$ cat config.mk
export PLATFORM = sky130hd
export DESIGN_NAME = rtq_front
export DESIGN_NICKNAME = d
export VERILOG_FILES = /design/src/sv/rtq_pkg.sv /design/src/sv/rtq_front.sv
export SDC_FILE = /design/constraint.sdc
export NUM_CORES = 1
export LEC_CHECK = 0
export BUFFER_PORTS_ARGS = -buffer_cell sky130_fd_sc_hd__buf_4
export CORE_ASPECT_RATIO = 0.5
export CORE_MARGIN = 2
export CORE_UTILIZATION = 55
export CTS_BUF_LIST = sky130_fd_sc_hd__clkbuf_16
export CTS_CLUSTER_SIZE = 24
export DETAILED_ROUTE_END_ITERATION = 6
export PLACE_DENSITY_LB_ADDON = 0.1
export SLEW_MARGIN = 20
export SYNTH_ARGS = -nofsm -noshare
export SYNTH_HDL_FRONTEND = slang
export SYNTH_SLANG_ARGS = --single-unit
$ cat constraint.sdc
create_clock -name clock -period 7.24 [get_ports clock]
set_clock_uncertainty 0.2 [all_clocks]
set_input_delay 0.362 -clock clock [delete_from_list [all_inputs] [get_ports clock]]
set_output_delay 0.362 -clock clock [all_outputs]
set_load 0.01 [all_outputs]
$ cat src/sv/rtq_pkg.sv
package rtq_pkg;

   localparam int NUM_ENTRIES = 16;
   localparam int IDX_W = $clog2(NUM_ENTRIES);
   localparam int OCC_W = $clog2(NUM_ENTRIES + 1);
   localparam int KEY_W = 48;

   localparam logic [47:0] TIME_MAX = 48'hFFFF_FFFF_FFFF;

   // opcodes
   localparam logic [1:0] OP_ADD  = 2'd0;
   localparam logic [1:0] OP_ACK  = 2'd1;
   localparam logic [1:0] OP_TICK = 2'd2;
   localparam logic [1:0] OP_NONE = 2'd3;

   // result status codes
   localparam logic [3:0] ST_ADDED     = 4'd0;
   localparam logic [3:0] ST_FULL      = 4'd1;
   localparam logic [3:0] ST_DUP       = 4'd2;
   localparam logic [3:0] ST_ACKED     = 4'd3;
   localparam logic [3:0] ST_UNKNOWN   = 4'd4;
   localparam logic [3:0] ST_AMBIGUOUS = 4'd5;
   localparam logic [3:0] ST_RESEND    = 4'd6;
   localparam logic [3:0] ST_TIMEOUT   = 4'd7;
   localparam logic [3:0] ST_DONE      = 4'd8;

   // register indexes
   localparam logic [1:0] REG_INIT_DELAY = 2'd0;
   localparam logic [1:0] REG_MAX_DELAY  = 2'd1;
   localparam logic [1:0] REG_TIMEOUT    = 2'd2;
   localparam logic [1:0] REG_SPARE      = 2'd3;

   typedef struct packed {
      logic [1:0]  opcode;
      logic [15:0] packet_id;
      logic [31:0] generation_id;
      logic [15:0] packet_handle;
      logic [47:0] time_now;
   } req_type;

   typedef struct packed {
      logic [3:0]  status;
      logic [15:0] out_handle;
      logic [15:0] out_packet_id;
      logic [47:0] first_sent_time;
      logic        was_retransmitted;
      logic        last;
      logic [OCC_W-1:0] occupancy;
      logic        id_pending;
      logic [47:0] next_deadline;
      logic        deadline_valid;
   } rsp_type;

   function automatic logic [47:0] sat_add(input logic [47:0] a, input logic [47:0] b);
      logic [48:0] s;
      s = {1'b0, a} + {1'b0, b};
      return s[48] ? TIME_MAX : s[47:0];
   endfunction

endpackage

$ cat src/sv/rtq_front.sv
// Front end: register accepted words into a two-entry queue.
module rtq_front (
   input  logic            clock,
   input  logic            reset,
   input  logic            req_valid,
   output logic            req_ready,
   input  rtq_pkg::req_type req_data,
   output logic            cmd_valid,
   input  logic            cmd_ready,
   output rtq_pkg::req_type cmd_data
);
   import rtq_pkg::*;

   req_type   q_ff [2];
   req_type   q_in [2];
   logic [1:0] cnt_ff, cnt_in;
   logic      push, pop;

   // unused opcode is dropped at the door
   assign req_ready = (cnt_ff != 2'd2);
   assign push      = req_valid && req_ready && (req_data.opcode != OP_NONE);
   assign cmd_valid = (cnt_ff != 2'd0);
   assign cmd_data  = q_ff[0];
   assign pop       = cmd_valid && cmd_ready;

   always_comb begin
      q_in[0] = q_ff[0];
      q_in[1] = q_ff[1];
      cnt_in  = cnt_ff;
      if (pop) begin
         q_in[0] = q_ff[1];
         cnt_in  = cnt_in - 2'd1;
      end
      if (push) begin
         q_in[cnt_in[0]] = req_data;
         cnt_in = cnt_in + 2'd1;
      end
   end

   always_ff @(posedge clock) begin
      if (reset) begin
         cnt_ff <= '0;
      end else begin
         cnt_ff <= cnt_in;
      end
      q_ff[0] <= q_in[0];
      q_ff[1] <= q_in[1];
   end
endmodule

==> summary.md <==
| Metric | Value |
|---|---|
| Total power | 5.68 mW |
| Worst Path Required | 7.19 ns |
| Post-route minimum period | 4.46 ns |
| Initial DRC count | 473 |
| I/O Pins | 234 |
| Number of synthesized flops with an enable pin | 114 |
| Worst Hold Class | input pin to flop |
| Post-synthesis average cell area | 13.2 sq um |
| Final instance area | 0.0136 sq mm |
| DRC viols | 0 |
| Largest stage delay, worst path | 0.78 ns |
| Critical-path top delay cell | dfxtp_4 |
| # Post-CTS Setup Buffers | 0 |
| Slew @ Worst Pin | 1.08 ns |
| Hold EP | cnt_ff[1] |
| R2R depth | 6 |
| Finished Layout Cells | 1312 |
| Worst VDD drop | 218 uV |
| Synth Area in XOR/XNOR | 0.160% |
| Initial core utilization | 56.2% |
| Setup_tns | 0 ns |
| Layout cells sized above 1 | 27.2% |
| Net count, final | 1153 |
| Crit path max fanout | 63 |
| Placer Congestion | 0.748 |
| Final WS setup | 2.78 ns |
| Pin count of the biggest net entering global routing | 64 |
| Final setup viols | 0 |
| Synthesized instance count | 832 |
| Worst Hold Launch | req_valid |
| Unique masters post-synth | 29 |
| Crit path arrival time | 4.41 ns |
| Hold-critical path depth | 5 |
| Max Fclk | 224 MHz |
| R2r setup slk | 2.78 ns |
| Worst slack, placed | 2.27 ns |
| Crit path kind | flop to flop |
| Initial antenna violation count | 0 |
| Placed cell count | 1160 |
| Slew Viols, Final | 0 |
| CTS tree | yes |
| First-pass GRT wire length | 40400 um |
| Top cells by area, synth | edfxtp_1, mux2i_1, dfxtp_1 |
| Synth async-reset ratio | 0% |
| Rows | 36 |
| Cell Area, Synth | 0.0110 sq mm |
| Placed cell area | 0.0118 sq mm |
| Core Area | 0.0195 sq mm |
| Vias post-DR | 7533 |
| Final worst-path cycle share | 61.6% |
| Status | complete, no violations |
| Layout Utilization | 69.9% |
| Cell taking the most area after synthesis | edfxtp_1 |
| Die ar. | 0.0211 sq mm |
| Hold slack | 0.236 ns |
| Area share of and/or/nand/nor cells after synthesis | 1.12% |
| Dpl hpwl | 15000 um |
| Crit. End Element | flop |
| CP cell instances | inv_2 > ha_1 > nor2b_4 > xnor2_1 > ha_4 > buf_12 |
| MaxCap Viol Count | 0 |
| Synth Register Bits | 230 |
| Routed vias/inst | 5.74 |
| Reg2reg start | cnt_ff[0] |
| H-tree depth | 1 |
| Vias in the first global route | 7636 |
| Clock transition at path regs | 0.07 ns |
| Post-Syn Nets | 953 |
| Setup crit start kind | flop |
| Synth cell count leaders | mux2i_1, buf_4, dfxtp_1 |
| Final hold violations | 0 |
| Num CTS Buffers | 21 |
| Power Density | 416 mW/mm^2 |
| Main combinational cell family by area after synthesis | multiplexers |
| Die H | 104 um |
| Top-count cell post-synth | mux2i_1 |
| Detailed Routing Iterations Pass 1 | 4 |
| Total wire length | 25600 um |
| Maximum clock path buffer count | 3 |
| Yosys warnings | 0 |
| Resized cells post-CTS | 0 |
| Mux contribution to synthesized area | 21.7% |
| Lkg Pwr | 5.41 nW |
| Antenna cell count | 0 |
| Yosys top cell area share | 31.3% |
| GR Util All Layers | 23.5% |
| Register area share after synthesis | 52.5% |
| Clk sink count | 230 |
| Routed Antenna Nets | 0 |
| Clock latency on the worst-skew pair | 0.49 ns |
| Synth Area in Adders | 0.343% |
| Port Buffers | 233 |
| Normalized max-slew margin | 28.1% |
| CTS root buffer | clkbuf_16 |
| Synth-to-Final Area Change | 24.5% |
| GR Overflow Total | 0 |
| Die width | 204 um |
| Unrepaired setup endpoints after global routing | false |
| Ys flop type | dfxtp_1 |
| WL per Instance | 19.5 um |
| Compound-gate portion of the synthesized area | 12.0% |
layer usage:
layer | track usage [%] | wire length, um | vias to the layer above
met4 | 4.48 | 434 | 0
met2 | 39.4 | 12300 | 204
met5 | 0 | 0 | -
li1 | - | - | 3536
met3 | 4.06 | 1260 | 37
met1 | 32.2 | 11600 | 3756
placed cells by master (no fill, tap or decap), types with 2 or more instances in the layout:
master and n:
nand3_2 2, buf_4 242, clkinv_1 4, nor2b_1 2, edfxtp_1 114, a22oi_1 51, nor3_4 2, xnor2_1 2
clkbuf_16 21, clkinv_2 5, nand2b_4 2, bufinv_16 2, o221ai_1 102, ha_1 2, mux2i_1 237, dlygate4sd3_1 115
dfxtp_1 115, inv_1 8, o22ai_1 2
worst max path at each step:
stage | startpoint | end | slack (ns) | cells after the start
final | cnt_ff[0] | flop | 2.78 | 6
after CTS | cnt_ff[0] | flop | 2.24 | 6
after global placement | cnt_ff[0] | flop | 2.25 | 6
after global routing | cnt_ff[0] | flop | 2.50 | 6
after detailed placement | cnt_ff[0] | flop | 2.27 | 6
after floorplan | cnt_ff[0] | flop | 2.05 | 11
kinds of logic after synthesis:
logic type,after synthesis
flops,230
fa+ha+maj,3
simple gates,16
xor+xnor,2
buf+inv,186
compound gates,158
mux,237
worst max-delay path: cells and delay by family (launching register included):
kind | cells | cell delay [ns]
xor+xnor | 1 | 0.25
fa+ha+maj | 2 | 1.20
buf+inv | 2 | 1.01
flops | 1 | 0.78
simple gates | 1 | 0.55
cell type report:
cell class | instances | area, sq um
clock buffers | 21 | 526
flip-flops and latches | 230 | 5750
repair buffers | 358 | 2990
clock inverters | 16 | 124
well taps | 266 | 333
multi-input cells | 416 | 3900
fillers | 1374 | 5860
inverters | 5 | 18.8
power breakdown:
group	leakage [nW]	total [mW]	switching, mW	internal, mW
Sequential	2.02	2.22	0.329	1.89
Clock	0.338	1.07	0.475	0.600
Combinational	3.05	2.39	1.20	1.18
timing repair:
item | in CTS | in global routing
hold endpoints to repair | 179 | 0
hold buffers | 115 | 0
endpoints found under the setup margin | 0 | 0
No activity file was read; power rests on OpenSTA's default activity.
